**src/sv/tevc_pkg.sv**
```systemverilog
// Shared types and constants of the tree ensemble vote classifier.
package tevc_pkg;

	// Field widths of the request and result channels
	localparam int FUNC_W    = 2;
	localparam int TREE_W    = 6;
	localparam int NODE_W    = 8;
	localparam int FEAT_W    = 7;
	localparam int BYTE_W    = 8;
	localparam int CLASS_W   = 4;
	localparam int PRED_W    = 5;
	localparam int WORD_W    = 31;
	localparam int CFG_W     = 7;
	localparam int TCOUNT_W  = 7;
	localparam int CCOUNT_W  = 5;
	localparam int CFG_IDX_W = 1;

	// Request function codes
	typedef enum logic [FUNC_W-1:0] {
		FUNC_NODE     = 2'd0,
		FUNC_FEAT     = 2'd1,
		FUNC_CLASSIFY = 2'd2
	} func_t;

	// Configuration register indexes
	localparam logic [CFG_IDX_W-1:0] REG_TREE_COUNT  = 1'b0;
	localparam logic [CFG_IDX_W-1:0] REG_CLASS_COUNT = 1'b1;

	// Sequencer states
	typedef enum logic [2:0] {
		ST_IDLE,
		ST_TREE,
		ST_NODE,
		ST_FEAT,
		ST_VOTE,
		ST_OUT_RD,
		ST_OUT_LD
	} state_t;

	// Commands to the vote counter memory
	typedef struct packed {
		logic clear;
		logic rd;
		logic inc;
	} vote_ctl_t;

	localparam logic [BYTE_W-1:0] COUNT_MAX = 8'hFF;

endpackage

```
**src/sv/tevc_votes.sv**
```systemverilog
// Vote counter memory with per-entry valid bits and saturating increment.
module tevc_votes #(
	parameter int MAX_CLASSES = 16,
	localparam int CA = $clog2(MAX_CLASSES)
) (
	input  logic                        clk,
	input  logic                        arst_n,
	input  tevc_pkg::vote_ctl_t         ctl,
	input  logic [CA-1:0]               addr,
	output logic [tevc_pkg::BYTE_W-1:0] count
);

	logic [tevc_pkg::BYTE_W-1:0] mem [MAX_CLASSES];
	logic [MAX_CLASSES-1:0]      vld_q;
	logic [tevc_pkg::BYTE_W-1:0] rdata_q;
	logic                        hit_q;
	logic [tevc_pkg::BYTE_W-1:0] count_inc;

	// entries not written since the last clear read as zero
	assign count     = hit_q ? rdata_q : '0;
	assign count_inc = (count == tevc_pkg::COUNT_MAX) ? count : count + 8'd1;

	// counter storage: read, then write back the incremented value
	always_ff @(posedge clk) begin
		if (ctl.inc) begin
			mem[addr] <= count_inc;
		end
		if (ctl.rd) begin
			rdata_q <= mem[addr];
		end
	end

	// valid bits, cleared at the start of each classify run
	always_ff @(posedge clk or negedge arst_n) begin
		if (!arst_n) begin
			vld_q <= '0;
			hit_q <= 1'b0;
		end else begin
			if (ctl.clear) begin
				vld_q <= '0;
			end else if (ctl.inc) begin
				vld_q[addr] <= 1'b1;
			end
			if (ctl.rd) begin
				hit_q <= vld_q[addr] & ~ctl.clear;
			end
		end
	end

endmodule

```
**config.mk**
```make
export PLATFORM = sky130hd
export DESIGN_NAME = tevc_votes
export DESIGN_NICKNAME = d
export VERILOG_FILES = /design/src/sv/tevc_pkg.sv /design/src/sv/tevc_votes.sv
export SDC_FILE = /design/constraint.sdc
export NUM_CORES = 1
export LEC_CHECK = 0
export BUFFER_PORTS_ARGS = -buffer_cell sky130_fd_sc_hd__buf_2
export CAP_MARGIN = 10
export CORE_MARGIN = 10
export CORE_UTILIZATION = 55
export DETAILED_ROUTE_END_ITERATION = 12
export PLACE_DENSITY = 0.76
export SETUP_SLACK_MARGIN = 0.4
export SYNTH_ARGS = -nofsm -noshare
export SYNTH_HDL_FRONTEND = slang
export SYNTH_SLANG_ARGS = --single-unit
```
**constraint.sdc**
```tcl
create_clock -name clk -period 2.45 [get_ports clk]
set_clock_uncertainty 0.2 [all_clocks]
set_input_delay 0.1225 -clock clk [delete_from_list [all_inputs] [get_ports clk]]
set_output_delay 0.1225 -clock clk [all_outputs]
set_load 0.005 [all_outputs]
```
# Yosys cells after proc, flatten, opt, wreduce, memory -nomap -nowiden
# Memory sizes are Yosys's and may differ from the RTL's. A register that Yosys moved wholly into a read port is not among the register bits.
# Index checks and enable logic that the tools add are counted.
op_classes:
  bitwise_logic: 3
  n_addsub: 1
  magnitude_cmp: 2
  n_eq_ne: 1
  n_reduce_logical: 2
  n_mux: 10
op_table:
  columns: ["operator", "count"]
  rows:
  - ["16-bit two-way mux", 2]
  - ["8-bit two-way mux", 2]
  - ["16-bit bitwise OR", 1]
  - ["8-bit by 1-bit adder with 8-bit output, second input constant", 1]
  - ["8-bit == test, second input constant", 1]
  - ["4-bit by 5-bit < comparator with 1-bit output, second input constant", 1]
  - ["1-bit binary-select mux with 4-bit select", 1]
  - ["1-bit demux with 4-bit select", 1]
  - ["4-bit by 1-bit >= comparator with 1-bit output, second input constant", 1]
  - ["1-bit two-way mux", 4]
  - ["2-bit nonzero test", 1]
  - ["1-bit bitwise AND", 1]
  - ["1-bit logical AND", 1]
  - ["1-bit NOT", 1]
totals:
  reg_bits: 17
  output_inout_bits: 8
  memories: 1
  ram_bits: 128
mem_list:
  columns: ["memory", "words", "word_bits", "rd", "rd_clocked_by_memory_dff", "wr", "line_no", "rtl"]
  rows:
  - ["mem", 16, 8, 1, 1, 1, "tevc_votes.sv:13", "logic [tevc_pkg::BYTE_W-1:0] mem [MAX_CLASSES];"]

# Depth between registers and ports, before layout
# Gate-level depths: netlist of the first run.
logic_depth:
  word_depth: 7
  ltp_mapped: 7

# Least setup slack after synthesis of the first run
# OpenSTA, ideal clock, no wires.
synth_timing:
  kind: "register to register"
  from: "register hit_q"
  to: "memory mem[0][3] (netlist name) (data pin)"
  n_path_buf: 1
  path_stages_with_launch: 8
  t_arrival_ns: 2.072
  setup_slack_ns: -0.119
  synth_period_minus_slack_ns: 2.569
  required_ns: 1.953
  path_cell_list: "dfrtp_1 clkbuf_1 and2_1 ha_1 and4_1 nand4_1 nand4_1 xnor2_1"
synth_via:
  elab_chain_len: 3
  elab_cells_between_ends: 4
  cone_classes: "add/sub: 1; eq/ne: 1; mux: 2"
synth_lines:
  columns: ["element", "line_no", "rtl"]
  rows:
  - ["start: declaration", "tevc_votes.sv:16", "logic hit_q;"]
  - ["start signal: assignment", "tevc_votes.sv:45", "hit_q <= vld_q[addr] & ~ctl.clear;"]
  - ["8-bit two-way mux *", "tevc_votes.sv:20", "assign count = hit_q ? rdata_q : '0;"]
  - ["via count, one bit", "tevc_votes.sv:10", "output logic [tevc_pkg::BYTE_W-1:0] count"]
  - ["8-bit by 1-bit adder with 8-bit output or 8-bit == test (tied branches)", "tevc_votes.sv:21", "assign count_inc = (count == tevc_pkg::COUNT_MAX) ? count : count + 8'd1;"]
  - ["8-bit two-way mux *", "tevc_votes.sv:21", null]
  - ["via count_inc, one bit", "tevc_votes.sv:17", "logic [tevc_pkg::BYTE_W-1:0] count_inc;"]
  - ["end: declaration", "tevc_votes.sv:13", null]
# The timed path passes the listed nets; every way through them passes the cells marked *.

# Worst setup path after layout of the first run
layout_timing:
  from: "register hit_q"
  to: "memory mem[8][0] (netlist name) (data pin)"
layout_via:
  elab_chain_len: 3
  elab_cells_between_ends: 4
  cone_classes: "add/sub: 1; eq/ne: 1; mux: 2"
layout_lines:
  columns: ["element", "line_no"]
  rows:
  - ["8-bit two-way mux *", "tevc_votes.sv:20"]
  - ["8-bit by 1-bit adder with 8-bit output or 8-bit == test (tied branches)", "tevc_votes.sv:21"]
  - ["8-bit two-way mux *", "tevc_votes.sv:21"]
  - ["via count_inc, one bit", "tevc_votes.sv:17"]
# Marked as above.

==> out/metrics.cfg, run 1 <==
[route]
num_vias = 3403
drtIter0Drc = 397
drt-wirelength-per-cell_microns = 26.3
drt_first_pass_iters = 5
drc_errors = 0
routed_wirelength_microns = 14300
antenna_left = 0
vias_per_cell = 6.28

[global_route]
antenna_found_initial = 0
grt_first_pass_wirelength_microns = 21200
grt_pass1_vias = 3557
grt.overflow.total = 0
track_usage_pct = 18.0
grt_max_degree = 43

[sta]
rsz0062_at_grt = true
slew_headroom_pct = 42.7
fin_setup_tns_ps = 0
timing.final.ws_setup_ps = 247
hold_violations = 0
worstMarginPinSlew_ps = 857
period_share_pct = 89.9
drv_slew = 0
fmax_mhz = 454
fin_crit_ps = 2200
setup_viol_count_final = 0

[yosys]
synth_top_area_cell = edfxtp_1
syn_inst = 311
synth_compound_area_share_pct = 0.629
synth_fa_ha_area_share_pct = 0.203
synthesis.nets = 321
yosys.area_share.xor_xnor_pct = 0.710
synthFlopType = edfxtp_1
synth.most_common_cell = edfxtp_1
ys_ff_latch = 153
ys_top_cells_by_count = edfxtp_1 (136), nor2_1 (45), mux4_2 (31)
yosysWarnings = 0
async_flop_share_pct = 11.1
synth_edf_count = 136
synth_area_sq_um = 6170
ys_seq_area_share_pct = 73.1
synth_area_leaders = edfxtp_1 (66%), mux4_2 (11%), dfrtp_1 (6.9%)
synth.distinct_cells = 31
synthMuxAreaShare_pct = 16.9
yosysTopAreaCellShare_pct = 66.2
postSynthAreaPerCell_sq_um = 19.8
synth_top_family_by_area = multiplexers
synthSimpleGateAreaFrac_pct = 6.53

[clock_tree]
cts_tree = yes
ctsHtreeMaxLevel = 4
clk_pin_slew_ps = 60
cts.sinks = 153
cts_made_buffers = 17
clock_path_buffers = 2
cts_root_buf = clkbuf_8
clock_latency_ps = 520

[finish]
syn2layout_area_growth_pct = 22.9
diodes = 0
nNetsFinal = 399
num-fill-cells = 652
final_layout_size_suffix_gt1_share_pct = 36.1

[floorplan]
die_h_microns = 126
die_area_sq_um = 15800
start_util_pct = 56.6
io_pins = 17
coreArea_sq_um = 10900
die_x_microns = 126
fp-row-count = 38

[worst_setup_path]
worstPathRequired_ps = 2520
crit_type = flop to flop
cp_max_fo = 16
crit_top_cell = buf_6
crit_family = buffers and inverters
arrival_ps = 2270
critical_path.max_stage_delay_ps = 400
cp-start-kind = flop
r2r_setup_slack_ps = 250
end_kind = flop
r2r_end = mem[8][0]
r2r_cells = 9
r2r_start = hit_q
cp_cell_sequence = buf_6, buf_4, and4_4, nand4_1, buf_6, buf_6, buf_6, xor2_4, buf_12
cp_num_buf_inv = 6
slowest_stage = dfrtp_2

[placement]
post-place-ws_ps = 24.3
globalplace.congestion = 0.869
dp_hpwl_microns = 7960
io_buffers = 16

[pwr]
powerDensity_nw_per_um2 = 744
p_leak_nw = 2.70
ir_drop_mv = 0.481

[min_path]
hold_end = rdata_q[1]
min_from = addr[3]
min_delay_path_depth = 2
min_path_type = primary input to flop

[run_status]
outcome = finished clean

[flow_run]
drv_cap = 0

[per-stage QoR]
| step | hold slack, ps | utilization [%] | instance area [sq um] | instances | power [mW] |
|---|---|---|---|---|---|
| after floorplan | -373 | - | 6250 | 311 | 3.14 |
| after global placement | -131 | 61.1 | 6650 | 479 | 3.23 |
| after detailed placement | -118 | 61.1 | 6650 | 479 | 3.24 |
| after CTS | 27.4 | 68.8 | 7490 | 536 | 5.66 |
| after global routing | 63.8 | 69.6 | 7580 | 542 | 5.79 |
| final | 64.7 | 69.6 | 7580 | 542 | 5.64 |
[kinds of logic (layout without fill, tap and decap cells)]
family          Yosys count  in the layout
xor+xnor                  5              5
flops                   153            153
compound gates            5              5
buf+inv                  17            106
fa+ha+maj                 1              1
mux                      46             47
simple gates             84             85
[worst register-to-register path: cells and delay by family (launching register included)]
| family | cells | cell delay (ps) |
|---|---|---|
| flops | 1 | 400 |
| simple gates | 2 | 360 |
| xor+xnor | 1 | 150 |
| buf+inv | 6 | 850 |
[how the worst max path moves through the flow]
stage	from	to	slack [ps]	depth (start not counted)
2_1_floorplan	hit_q	mem[0][3]	220	7
3_3_place_gp	rdata_q[0]	mem[10][3]	170	6
3_5_place_dp	hit_q	mem[14][4]	20	5
4_1_cts	hit_q	mem[15][3]	260	8
5_1_grt	hit_q	mem[8][0]	170	9
6_report	hit_q	mem[8][0]	250	9
[cells in the final DEF (no fill, tap or decap), drive strengths merged]
cell and n:
mux2 2, edfxtp 136, or3b 1, nand4 3
and2 8, nor4bb 1, dfrtp 17, bufinv 2
nand3 5, xnor2 4, dlygate4sd3 6, nand3b 3
clkbuf 19, nor3 5, nor2b 2, clkinvlp 3
mux4 43, clkinv 8, nor4b 1, buf 67
ha 1, nand2b 3, xor2 1, a311o 1
nand2 6, o21ai 1, a2111oi 1, and3 1
and4 1, mux2i 2, o211ai 2, inv 1
nor2 45
[per-layer routing]
metal	part of all wire [%]	wire [microns]	global-route usage, %	vias to the layer above
li1	-	-	-	1420
met1	38	5390	22.5	1743
met2	50	7120	29.0	201
met3	9.2	1310	5.12	39
met4	3.0	429	7.17	0
met5	0	0	0	-
[state kept, by name (all words and copies together), names as in the netlist]
register and count:
rdata_q 8, mem 128, hit_q 1, vld_q 16
[final cells by class]
class / instances / area, sq um / area share (%)
Tap cell: 140 / 175 / 2.31
Clock buffer: 18 / 418 / 5.52
Timing Repair Buffer: 74 / 662 / 8.74
Sequential cell: 153 / 4510 / 59.5
Clock inverter: 14 / 131 / 1.73
Multi-Input combinational cell: 143 / 1680 / 22.2
[where the power goes]
part	internal [mW]	switching [mW]	total, mW
logic	0.152	0.168	0.320
registers	2.88	0.0258	2.91
clock network	1.43	0.978	2.41
total	4.47	1.17	5.64
[repair_timing]
action                                  CTS  global route
pin swaps                                 6             5
resized for setup                        10            14
endpoints found under the setup margin  112           128
endpoints found under the hold margin    41             0
hold buffers                              6             0
gates cloned                              3             2
buffers inserted                         16             4
(Power assumes the default switching activity.)
==> run 2: changes to the inputs <==
--- a/config.mk
+++ b/config.mk
@@ -7,8 +7,9 @@
 export LEC_CHECK = 0
 export BUFFER_PORTS_ARGS = -buffer_cell sky130_fd_sc_hd__buf_2
 export CAP_MARGIN = 10
-export CORE_MARGIN = 10
+export CORE_MARGIN = 3
 export CORE_UTILIZATION = 55
+export CTS_CLUSTER_DIAMETER = 120
 export DETAILED_ROUTE_END_ITERATION = 12
 export PLACE_DENSITY = 0.76
 export SETUP_SLACK_MARGIN = 0.4
==> run 2 against run 1 <==
Cell count down 1.3%; power rose by 3.8%; count of clock-buffer cells in the layout unchanged; utilization fell by 0.55 points; critical endpoint is now mem[10][3]; largest power group unchanged.
==> out/metrics.cfg, run 2 (synthesis results as in run 1) <==
[clock_tree]
clock_path_buffers = 2
cts.sinks = 153
ctsHtreeMaxLevel = 4
cts_tree = yes
clock_latency_ps = 520
cts_made_buffers = 17
clk_pin_slew_ps = 60
cts_root_buf = clkbuf_8

[min_path]
min_path_type = primary input to flop

[sta]
fmax_mhz = 457
hold_violations = 0
slew_headroom_pct = 42.3
fin_setup_tns_ps = 0
drv_slew = 0
period_share_pct = 89.3
rsz0062_at_grt = true
fin_crit_ps = 2190
setup_viol_count_final = 0
worstMarginPinSlew_ps = 863

[finish]
largest_reg_flops = 128
nNetsFinal = 392
final_layout_size_suffix_gt1_share_pct = 34.7
syn2layout_area_growth_pct = 21.9
finish.utilization_pct = 69.0
final_common_cell = edfxtp_1
diodes = 0
reg_top3 = mem: 128 flops, vld_q: 16 flops, rdata_q: 8 flops
top_register = mem
final_cell_mix = edfxtp_1 (136), nor2_1 (45), buf_4 (37)

[floorplan]
io_pins = 17
die_area_sq_um = 12500
die_h_microns = 112
die_x_microns = 112
start_util_pct = 56.6
fp-row-count = 38
coreArea_sq_um = 10900

[worst_setup_path]
r2r_start = hit_q
end_kind = flop
startpoint = hit_q
r2r_end = mem[10][3]
crit_family = simple AND/OR/NAND/NOR gates
cp_num_buf_inv = 2
crit_type = flop to flop
r2r_setup_slack_ps = 260
worstPathRequired_ps = 2530
arrival_ps = 2270
r2r_cells = 8
cp_cell_sequence = and2_4, ha_4, and4_4, nand4_1, buf_6, nand4_1, xnor2_4, buf_12
critPathCapture = mem[10][3]
slowest_stage = dfrtp_1
cp_max_fo = 15
critical_path.max_stage_delay_ps = 430
cp.depth = 8
crit_top_cell = nand4_1
cp-start-kind = flop

[global_route]
grt.overflow.total = 0
track_usage_pct = 23.5
grt_pass1_vias = 3418
antenna_found_initial = 0
grt_max_degree = 23
grt_first_pass_wirelength_microns = 20900

[route]
antenna_left = 0
vias_per_cell = 6.24
num_vias = 3336
drt_first_pass_iters = 5
drtIter0Drc = 364
drc_errors = 0
routed_wirelength_microns = 13900
drt-wirelength-per-cell_microns = 26.1

[placement]
dp_hpwl_microns = 7780
io_buffers = 16
globalplace.congestion = 0.872

[pwr]
clkPwrFrac_pct = 45.0
pwr-share-seq_pct = 49.6
switching_share_pct = 20.2
p_sw_mw = 1.18
powerDensity_nw_per_um2 = 779
p_comb_share_pct = 5.5
p_int_mw = 4.67
ir_drop_mv = 0.494
p_leak_nw = 2.68

[run_status]
outcome = finished clean

[flow_run]
drv_cap = 0

==> run 2: cell types whose count changed in the layout (fill, tap and decap cells not counted), sizes merged <==
| cell | before | now |
|---|---|---|
| buf | 67 | 62 |
| clkinvlp | 3 | 1 |
| dlygate4sd3 | 6 | 5 |
| inv | 1 | 0 |
| clkbuf | 19 | 18 |
| clkinv | 8 | 9 |
| bufinv | 2 | 4 |
==> run 2: what timing repair did <==
item / 4_1_cts / 5_1_grt
buffers inserted: 13 / 5
pin swaps: 4 / 4
setup endpoints to repair: 112 / 112
hold buffers: 5 / 0
hold endpoints to repair: 41 / 0
gates cloned: 0 / 2
resized for setup: 4 / 7
==> run 2: per-layer routing <==
| layer | GRT usage (%) | wire length [microns] |
|---|---|---|
| met3 | 5.33 | 1230 |
| met1 | 33.0 | 5460 |
| met4 | 11.2 | 503 |
| met5 | 0 | 0 |
| met2 | 35.4 | 6760 |
==> run 2: worst register-to-register path, delay by kind of cell (launching register included) <==
kind,cells,cell delay [ps]
adders and majority gates,1,160
buffers and inverters,2,290
and+or+nand+nor,4,620
xor gates and xnor gates,1,250
DFF,1,430
==> run 2: final cells by class <==
| cell class | instances | area [sq um] |
|---|---|---|
| flip-flops and latches | 153 | 4510 |
| fillers | 657 | 3370 |
| multi-input cells | 143 | 1670 |
| repair buffers | 67 | 562 |
| clock buffers | 18 | 418 |
| clock inverters | 14 | 180 |
| well taps | 140 | 175 |
==> run 2: power by group through the flow <==
stage               Sequential (mW)  Combinational (mW)  Clock [mW]
global route                   2.91               0.342        2.78
global placement               2.95               0.271           0
finish                         2.90               0.319        2.63
detailed placement             2.96               0.278           0
floorplan                      2.95               0.190           0
CTS                            2.90               0.310        2.65
==> run 2: worst min-delay path by stage <==
stage / start / endpoint / cells after the start
2_1_floorplan: arst_n / hit_q / 0
3_3_place_gp: arst_n / vld_q[0] / 1
3_5_place_dp: arst_n / vld_q[0] / 1
4_1_cts: addr[0] / hit_q / 4
5_1_grt: addr[0] / hit_q / 4
6_report: addr[0] / hit_q / 4
==> run 2: per-stage QoR <==
stage	hold slack (ps)	worst slack, ps	power [mW]	std cells	instance area [sq um]
final	37.8	262	5.86	535	7520
after global placement	-131	191	3.22	478	6630
after detailed placement	-126	14.2	3.23	478	6630
after floorplan	-373	221	3.14	311	6250
after CTS	22.8	322	5.87	528	7440
after global routing	55.0	178	6.02	535	7520
